<file path="src/rtl/rmct_pkg.sv">
// Package for the region map clip-and-translate block.
// Holds request/result payload types, command codes and table sizes.
// No dependencies; every rtl file refers to it by scoped names.
`timescale 1ns / 1ps
package rmct_pkg;

  localparam int MaxEntries = 16;
  localparam int TargetBits = 8;
  localparam int IdxW       = $clog2(MaxEntries);
  localparam int CntW       = $clog2(MaxEntries + 1);
  localparam int QueueDepth = 2;

  localparam logic [7:0] TargetMask = 8'((1 << TargetBits) - 1);

  localparam logic [1:0] ActClear  = 2'd0;
  localparam logic [1:0] ActInsert = 2'd1;
  localparam logic [1:0] ActXlate  = 2'd2;

  localparam logic [1:0] StatusOk       = 2'd0;
  localparam logic [1:0] StatusUnmapped = 2'd1;
  localparam logic [1:0] StatusFull     = 2'd2;

  typedef enum logic [1:0] {
    KIND_CLEAR,
    KIND_INSERT,
    KIND_XLATE,
    KIND_NOP
  } kind_e;

  typedef struct packed {
    logic [1:0]  action;
    logic [63:0] start_address;
    logic [63:0] span_length;
    logic [7:0]  target_id;
    logic [63:0] target_base_offset;
    logic        write_access;
  } req_t;

  typedef struct packed {
    logic [1:0]  status;
    logic [7:0]  chunk_target;
    logic [63:0] chunk_target_address;
    logic [63:0] chunk_length;
    logic        chunk_is_write;
    logic        last;
  } res_t;

  // Classified request handed from front to back.
  typedef struct packed {
    kind_e       kind;
    logic [63:0] addr;
    logic [63:0] len;
    logic [63:0] end_addr;
    logic        len_zero;
    logic [7:0]  tgt;
    logic [63:0] off;
    logic        wr;
  } cmd_t;

endpackage

</file>
<file path="src/rtl/rmct_front.sv">
// Front end: accepts requests, decodes the action, saturates the region end
// and buffers classified commands in a short queue. Uses rmct_pkg.
`timescale 1ns / 1ps
module rmct_front (
  input  logic          clk_i,
  input  logic          rst_ni,
  input  logic          in_valid_i,
  output logic          in_stall_o,
  input  rmct_pkg::req_t in_req_i,
  output logic          cmd_valid_o,
  input  logic          cmd_pop_i,
  output rmct_pkg::cmd_t cmd_o
);

  localparam int PtrW = $clog2(rmct_pkg::QueueDepth);

  rmct_pkg::cmd_t q_mem_q [rmct_pkg::QueueDepth];
  logic [PtrW-1:0] wptr_q, rptr_q;
  logic [PtrW:0]   count_q;
  rmct_pkg::cmd_t  cls;
  logic [64:0]     sum;
  logic            push;

  assign in_stall_o  = (count_q == (PtrW+1)'(rmct_pkg::QueueDepth));
  assign cmd_valid_o = (count_q != '0);
  assign cmd_o       = q_mem_q[rptr_q];
  assign push        = in_valid_i && !in_stall_o;

  always_comb begin
    sum          = {1'b0, in_req_i.start_address} + {1'b0, in_req_i.span_length};
    cls.addr     = in_req_i.start_address;
    cls.len      = in_req_i.span_length;
    cls.end_addr = sum[64] ? '1 : sum[63:0];
    cls.len_zero = (in_req_i.span_length == '0);
    cls.tgt      = in_req_i.target_id & rmct_pkg::TargetMask;
    cls.off      = in_req_i.target_base_offset;
    cls.wr       = in_req_i.write_access;
    case (in_req_i.action)
      rmct_pkg::ActClear:  cls.kind = rmct_pkg::KIND_CLEAR;
      rmct_pkg::ActInsert: cls.kind = rmct_pkg::KIND_INSERT;
      rmct_pkg::ActXlate:  cls.kind = rmct_pkg::KIND_XLATE;
      default:             cls.kind = rmct_pkg::KIND_NOP;
    endcase
  end

  always_ff @(posedge clk_i) begin
    if (push) begin
      q_mem_q[wptr_q] <= cls;
    end
  end

  always_ff @(posedge clk_i or negedge rst_ni) begin
    if (!rst_ni) begin
      wptr_q  <= '0;
      rptr_q  <= '0;
      count_q <= '0;
    end else begin
      if (push) begin
        wptr_q <= wptr_q + 1'b1;
      end
      if (cmd_pop_i) begin
        rptr_q <= rptr_q + 1'b1;
      end
      count_q <= count_q + (PtrW+1)'(push) - (PtrW+1)'(cmd_pop_i);
    end
  end

endmodule

</file>
<file path="config.mk">
export PLATFORM = sky130hd
export DESIGN_NAME = rmct_front
export DESIGN_NICKNAME = d
export VERILOG_FILES = /design/src/rtl/rmct_pkg.sv /design/src/rtl/rmct_front.sv
export SDC_FILE = /design/constraint.sdc
export NUM_CORES = 1
export LEC_CHECK = 0
export ABC_AREA = 1
export BUFFER_PORTS_ARGS = -buffer_cell sky130_fd_sc_hd__buf_2
export CAP_MARGIN = 20
export CORE_MARGIN = 5
export CORE_UTILIZATION = 45
export DETAILED_ROUTE_END_ITERATION = 7
export GPL_TIMING_DRIVEN = 0
export PLACE_DENSITY = 0.68
export SLEW_MARGIN = 20
export SYNTH_ARGS = -nofsm -noshare
export SYNTH_HDL_FRONTEND = slang
export SYNTH_SLANG_ARGS = --single-unit
</file>
<file path="constraint.sdc">
create_clock -name clk_i -period 15.4 [get_ports clk_i]
set_clock_uncertainty 0.2 [all_clocks]
set_input_delay 3.08 -clock clk_i [delete_from_list [all_inputs] [get_ports clk_i]]
set_output_delay 3.08 -clock clk_i [all_outputs]
set_load 0.02 [all_outputs]
</file>
* Word level (Yosys, flattened, before mapping) *
Memory sizes are Yosys's and may differ from the RTL's.
Index checks and enable logic that the tools add are counted.

operators by class
  eq/ne operators = 3
  add/sub/neg operators = 5
  multiplexer cells = 4
  reductions and logical operators = 5

operators with widths
  cell                                            number
  adder 64 x 64 -> 65 bit                         1
  logical NOT 64 bit                              1
  two-way mux 64 bit                              1
  case mux 2 bit (3 select lines)                 1
  == test 2 bit (second input constant)           2
  adder 1 bit (second input constant)             2
  adder 2 x 1 -> 2 bit                            1
  == test 2 x 1 -> 1 bit (second input constant)  1
  logical NOT 2 bit                               1
  two-way mux 1 bit                               2
  nonzero test 2 bit                              1
  subtractor 2 x 1 -> 2 bit                       1
  logical AND 1 bit                               1
  logical NOT 1 bit                               1

word-level totals
  bits in writable memories = 536
  memories = 1
  logic and storage cells = 21
  bits in registers = 4

memories
  memory   depth  width  read ports  clocked after memory_dff  wr ports  RTL line          text
  q_mem_q  2      268    1           0                         1         rmct_front.sv:17  rmct_pkg::cmd_t q_mem_q [rmct_pkg::QueueDepth];

* Logic depth before layout (Yosys ltp) *
Gate-level depths: netlist (run 1).

  depth after elaboration = 5
  mapped depth = 14
  depth with buffers taken out = 14

* Worst setup path after synthesis (run 1) *
Ideal clock, no wire load.

  path kind = input to register
  from = input port in_valid_i
  to = memory q_mem_q[0][0] (netlist bit), enable pin
  data required time = 14.297 ns
  slack = -0.093 ns
  cell stages on the path = 2
  buffers on the path = 0
  data arrival time = 14.389 ns
  cell sequence = o21ai_0 nor2_1

on the way
  word-level cells in the longest chain between the ends = 3

RTL lines
  item                                     RTL line          text
  start: declaration                       rmct_front.sv:7   input logic in_valid_i,
  logical AND 1 bit                        rmct_front.sv:27  assign push = in_valid_i && !in_stall_o;
  two-way mux 1 bit                        rmct_front.sv:47  if (push) begin
  two-way mux 1 bit (not written as such)  rmct_front.sv:48  q_mem_q[wptr_q] <= cls;
  end: declaration                         rmct_front.sv:17

No other way between the ends.

==> summary.md, run 1 <==
| Metric | Value |
|---|---|
| CTS tree | built |
| Area of the multi-input gates | 8330 µm² |
| TritonCTS Sinks | 540 |
| Crit start category | register |
| Sequential Power Share | 37.7% |
| Post-synthesis net count | 2543 |
| Worst EP required | 12.12 ns |
| Met3 WL | 5210 µm |
| # DRC | 0 |
| Yosys cell types | 33 |
| Clock group share of total power | 24.6% |
| Final core occ | 55.3% |
| Postcts setup bufs | 0 |
| Top cells by count, synth | nand2_1, edfxtp_1, inv_1 |
| Final HPWL DP | 58700 µm |
| Remaining antenna violation count | 0 |
| Core Area | 57600 µm² |
| Final worst slack | 9.21 ns |
| Hold_buf cts | 0 |
| Num CTS Buffers | 55 |
| 1st-pass router iterations | 7 |
| Clock Path Buffers | 3 |
| Register area share after synthesis | 62.1% |
| Synthesized flop and latch total | 540 |
| Worst R2R Setup Slack | 12.33 ns |
| EDFF count, synth | 536 |
| Vias in the first global route | 18.4k |
| Clock period minus worst slack | 6.19 ns |
| Largest delay share family, worst path | buffers and inverters |
| Reg clk slew, reported paths | 0.06 ns |
| WP buf/inv | 4 |
| Synthesized instance count | 2269 |
| Setup TNS Final | 0 ns |
| Io pins | 477 |
| Root Buffer | clkbuf_16 |
| Htree depth | 2 |
| Global-route wire length before repair | 110000 µm |
| Power Density | 174 nW/µm² |
| Starting DRT DRC Count | 1069 |
| GP Congestion | 0.959 |
| Crit Path Class | reg2out |
| Slowest cell on crit path | clkbuf_2 |
| Global route overflow | 0 |
| Comb pwr share | 37.7% |
| Yosys top cell area share | 61.7% |
| Register Area | 16200 µm² |
| Placement Rows | 88 |
| Hold Path Class | reg2reg |
| WL met1 | 30800 µm |
| Port Buf Inserts | 474 |
| WP data arrival | 2.91 ns |
| Worst VDD drop | 0.128 mV |
| Filler cells | 4946 |
| Die X | 251 µm |
| Wire per inst | 20.2 µm |
| Net Sw Power | 0.00193 W |
| Crit-path cells | clkbuf_1, clkbuf_2, buf_2, mux2_2, buf_2 |
| Die footprint | 62800 µm² |
| Largest net degree at the start of global routing | 28 |
| Total wire length | 73600 µm |
| Clock Latency Late Sink | 0.60 ns |
| Final Hold Vio Count | 0 |
| GRT Util Overall | 22.6% |
| Slowest stage delay, CP | 0.62 ns |
| Fmax | 161 MHz |
| Highest routed layer | met5 |
| Setup WS pre-CTS | 9.05 ns |
| Final hold slack | 0.354 ns |
| Ys Warns | 0 |
| Chip height | 251 µm |
| Switching Share | 34.8% |
| Cts repair resizes | 0 |
| Int Power | 0.00360 W |
| Asr flop ratio synth | 0.741% |
| Crit end category | output port |
| Tcrit/Tclk final | 40.2% |
| Run status | finished, final reports clean |
| Starting Density | 45.3% |
| Post-DR vias/cell | 4.99 |
| Via count | 18.1k |
| Top_reg_cell synth | edfxtp_1 |
| Initial antenna violation count | 3 |
| Mean post-synth cell area | 11.5 µm² |
| DR WL met2 | 35600 µm |
| Cell taking the most area after synthesis | edfxtp_1 |
| Fin. max-slew vios | 0 |
| Area contributors post-synth | edfxtp_1, mux2_2, nand2_1 |
| Maxcap violations | 0 |
| Top-count cell post-synth | nand2_1 |
| Layout Nets | 3098 |
| CP Max Fanout | 10 |
| Crit-path most repeated cell | buf_2 |
| Synthesized cell area | 26100 µm² |
| LEAKAGE | 13.9 nW |
| Slew @ Worst Pin | 0.883 ns |
| Setup violators final | 0 |
| Layout cells sized above 1 | 32.1% |
| RSZ-0062 raised after global routing | false |
| Area growth syn-to-layout | 22.1% |
| Rel. slew slack | 40.5% |
cell usage in the layout, fill, tap and decap left out, types with 2 or more instances in the layout:
cell and instances:
nand2_1 634, edfxtp_1 536, buf_2 495, inv_1 354, mux2_2 268, nor2_1 114, ha_1 66, nand3_1 61
clkbuf_16 56, a21oi_1 40, nand3_2 32, xor2_1 31, nand4_1 23, clkbuf_1 21, nor4_1 21, buf_12 15
clkinv_1 13, bufinv_16 9, buf_16 9, nand2_2 8, nor3_1 8, clkinv_2 8, o21ai_0 6, buf_6 6
and3_1 5, and2_1 4, dfrtp_1 4, diode_2 3, inv_2 3, clkbuf_2 2, nor2_2 2, nor2_4 2
kinds of logic (layout without fill, tap and decap cells):
logic type | count (synthesis) | in the layout | synth area share (%)
flops | 540 | 540 | 62.1
other cells | 0 | 3 | 0
mux | 268 | 268 | 11.6
simple gates | 917 | 917 | 15.0
xor+xnor | 32 | 32 | 1.08
compound gates | 49 | 49 | 1.01
fa+ha+maj | 67 | 67 | 3.24
buf+inv | 396 | 995 | 5.98
power groups by stage:
stage          clock network [W]  logic, W  registers [W]
6_report                 0.00136   0.00208        0.00209
5_1_grt                  0.00146   0.00222        0.00211
4_1_cts                  0.00139   0.00212        0.00209
3_5_place_dp                   0   0.00210        0.00212
3_3_place_gp                   0   0.00197        0.00237
2_1_floorplan                  0   0.00130        0.00227
registers in the layout, summed over array words and instances, names as in the netlist:
| name | cells |
|---|---|
| count_q | 2 |
| q_mem_q | 536 |
| rptr_q | 1 |
| wptr_q | 1 |
layer usage:
metal  vias up  track usage (%)
met2       572             38.7
met1      8710             29.9
met3       104             4.22
met4         2             6.08
met5         -                0
li1       8759                -
layout make-up:
| type | count | area share (%) |
|---|---|---|
| inverter | 358 | 4.22 |
| tap | 765 | 3.01 |
| buffer | 38 | 0.680 |
| clock buffer | 69 | 4.56 |
| multi-input combinational | 1333 | 26.2 |
| timing repair buffer | 498 | 9.17 |
| sequential | 540 | 50.9 |
| clock inverter | 32 | 1.29 |
| antenna | 3 | 0.0236 |
worst register-to-register path, cell delays in order (launching register included):
cell and delay [ns]:
dfrtp_1 0.37, inv_1 0.10, o21ai_0 0.29, nor2_4 0.66, buf_16 0.25, buf_12 0.21
buf_12 0.22, buf_16 0.21, buf_12 0.23
metrics by stage:
step | instances | area (µm²) | total power (W)
finish | 3636 | 31800 | 0.00553
global route | 3634 | 31800 | 0.00579
CTS | 3633 | 31800 | 0.00559
detailed placement | 3532 | 30000 | 0.00422
global placement | 3508 | 29400 | 0.00434
floorplan | 2269 | 26100 | 0.00356
worst paths after layout:
| kind | start | endpoint | cells past startpoint |
|---|---|---|---|
| max | rptr_q | cmd_o[199] | 5 |
| min | count_q[0] | count_q[0] | 1 |
| max reg2reg | count_q[1] | q_mem_q[0][234] | 8 |
| min reg2reg | count_q[0] | count_q[0] | 1 |
| max in group asynchronous | rst_ni | count_q[1] | 1 |
| min in group asynchronous | rst_ni | rptr_q | 1 |
Power figures use the tool's default switching activity.
==> run 2, diff against run 1 <==
Settings changed: PLACE_DENSITY 0.68 to 0.7.
Clock period 15.4 ns to 5.2 ns, I/O delays scaled along.
==> summary.md, run 2 (synthesis gave the netlist of run 1 again) <==
| Metric | Value |
|---|---|
| Run status | finished, final reports clean |
| GRT Util Overall | 22.4% (-0.24 points) |
| Setup violators final | 0 (unchanged) |
| Initial antenna violation count | 7 (+4) |
| Starting Density | 45.3% (unchanged) |
| Most common cell after layout, fill and taps aside | nand2_1 |
| Comb pwr share | 37.8% (about the same) |
| Area of the multi-input gates | 8340 µm² (+0.14%) |
| Layout Nets | 3098 (unchanged) |
| Global-route wire length before repair | 109000 µm (-1.0%) |
| Max reg flops | 536 (unchanged) |
| Clock Path Buffers | 3 (unchanged) |
| Post-route insts no fill | 3632 (-0.11%) |
| Tcrit/Tclk final | 78.0% |
| # DRC | 0 (unchanged) |
| Most frequent cells in the layout | nand2_1, edfxtp_1, buf_2, inv_1, mux2_2 |
| Fin. max-slew vios | 0 (unchanged) |
| Via count | 18.1k (-0.23%) |
| Clock Latency Late Sink | 0.62 ns (+0.02 ns) |
| Rel. slew slack | 46.4% (+5.9 points) |
| Starting DRT DRC Count | 1090 (+2.0%) |
| Root Buffer | clkbuf_16 |
| Slew @ Worst Pin | 0.802 ns (-0.0816 ns) |
| Crit Path Class | reg2out |
| Switching Share | 35.1% (+0.25 points) |
| CTS tree | built |
| Crit start category | register |
| Core Area | 57600 µm² (unchanged) |
| Chip height | 251 µm (unchanged) |
| Vias in the first global route | 18.2k (-0.94%) |
| Hold_buf cts | 1 (+1) |
| Maxcap violations | 0 (unchanged) |
| Largest net degree at the start of global routing | 28 (unchanged) |
| Cts repair resizes | 0 (unchanged) |
| Die footprint | 62800 µm² (unchanged) |
| Fmax | 247 MHz |
| Post-DR vias/cell | 4.98 (-0.12%) |
| Total wire length | 73400 µm (-0.28%) |
| Wire per inst | 20.2 µm (-0.17%) |
| GP Congestion | 1.00 (+4.8%) |
| Sequential Power Share | 37.9% (+0.2 points) |
| Clock period minus worst slack | 4.06 ns |
| Largest regs | q_mem_q (536), count_q (2) |
| Htree depth | 2 (unchanged) |
| Layout cells sized above 1 | 32.2% (+0.034 points) |
| Clock group share of total power | 24.3% (-0.3 points) |
| Final Hold Vio Count | 0 (unchanged) |
| Port Buf Inserts | 474 (unchanged) |
| DP Cell Count | 3531 (-0.028%) |
| Area growth syn-to-layout | 21.9% |
| Worst VDD drop | 0.363 mV (+180%) |
| WP data arrival | 2.82 ns (-0.09 ns) |
| CP Max Fanout | 10 (unchanged) |
| Postcts setup bufs | 0 (unchanged) |
| Filler cells | 4963 (+0.34%) |
| TritonCTS Sinks | 540 (unchanged) |
| Reg clk slew, reported paths | 0.06 ns (about the same) |
| Remaining antenna violation count | 0 (unchanged) |
| Hold Path Class | in2reg |
| LEAKAGE | 13.9 nW (-0.30%) |
| Largest Register | q_mem_q |
| Io pins | 477 (unchanged) |
| Global route overflow | 0 (unchanged) |
| Worst EP required | 3.96 ns (-8.16 ns) |
| Int Power | 0.0106 W (+190%) |
| RSZ-0062 raised after global routing | false |
| Final core occ | 55.2% (-0.091 points) |
| Register Area | 16200 µm² (unchanged) |
| 1st-pass router iterations | 5 (-2) |
| Power Density | 512 nW/µm² (+190%) |
| Final hold slack | 0.407 ns (+0.0529 ns) |
| Net Sw Power | 0.00571 W (+200%) |
| Crit end category | output port |
| Die X | 251 µm (unchanged) |
| Placement Rows | 88 (unchanged) |
| Num CTS Buffers | 55 (unchanged) |
| Final HPWL DP | 58600 µm (-0.16%) |
run 2: changes by cell type in the layout (fill, tap and decap cells not counted), sizes merged:
cell         change
diode            -1
clkinv           -2
buf              -1
bufinv           -2
clkbuf           -3
dlygate4sd3      +1
clkinvlp         +4
run 2: path summary, 6_finish.rpt:
check	cells past startpoint	slack, ns	to	start
max	5	1.14	cmd_o[69]	rptr_q
min	1	0.41	q_mem_q[0][66]	in_req_i[66]
max reg2reg	7	2.49	q_mem_q[0][100]	count_q[1]
min reg2reg	1	0.43	count_q[0]	count_q[0]
max in group asynchronous	2	4.07	count_q[1]	rst_ni
min in group asynchronous	2	0.60	rptr_q	rst_ni
run 2: layout make-up:
| cell class | instances | share of cell area, % |
|---|---|---|
| Inverter | 358 | 4.23 |
| Buffer | 38 | 0.681 |
| Sequential cell | 540 | 51.0 |
| Clock inverter | 32 | 1.19 |
| Timing Repair Buffer | 498 | 9.13 |
| Tap cell | 765 | 3.01 |
| Clock buffer | 66 | 4.53 |
| Multi-Input combinational cell | 1333 | 26.3 |
| Antenna cell | 2 | 0.0157 |
run 2: metal layers:
| metal | vias to the layer above | share of wire, % | track usage, % |
|---|---|---|---|
| met2 | 596 | 49 | 38.8 |
| met3 | 105 | 7.6 | 5.15 |
| li1 | 8755 | - | - |
| met1 | 8647 | 41 | 28.8 |
| met5 | - | 0.018 | 0 |
| met4 | 2 | 2.4 | 5.29 |
run 2: power by group through the flow:
stage | combinational, W | clock, W | sequential [W]
after detailed placement | 0.00621 | 0 | 0.00627
after floorplan | 0.00385 | 0 | 0.00635
final | 0.00615 | 0.00395 | 0.00617
after global routing | 0.00656 | 0.00424 | 0.00624
after global placement | 0.00584 | 0 | 0.00647
after CTS | 0.00625 | 0.00404 | 0.00618
run 2: critical path, stage by stage (launching register included):
cell and delay (ns):
dfrtp_1 0.32, clkbuf_1 0.34, clkbuf_2 0.53, buf_2 0.40
mux2_2 0.42, buf_2 0.17
run 2: stage by stage:
stage	setup TNS (ns)	area, µm²	power [W]	worst slack (ns)
floorplan	-273.11	26100	0.0102	-0.517
global placement	-1445.60	29400	0.0123	-2.74
detailed placement	0	29900	0.0125	1.06
CTS	0	31800	0.0165	1.02
global route	0	31800	0.0170	0.990
finish	0	31800	0.0163	1.14
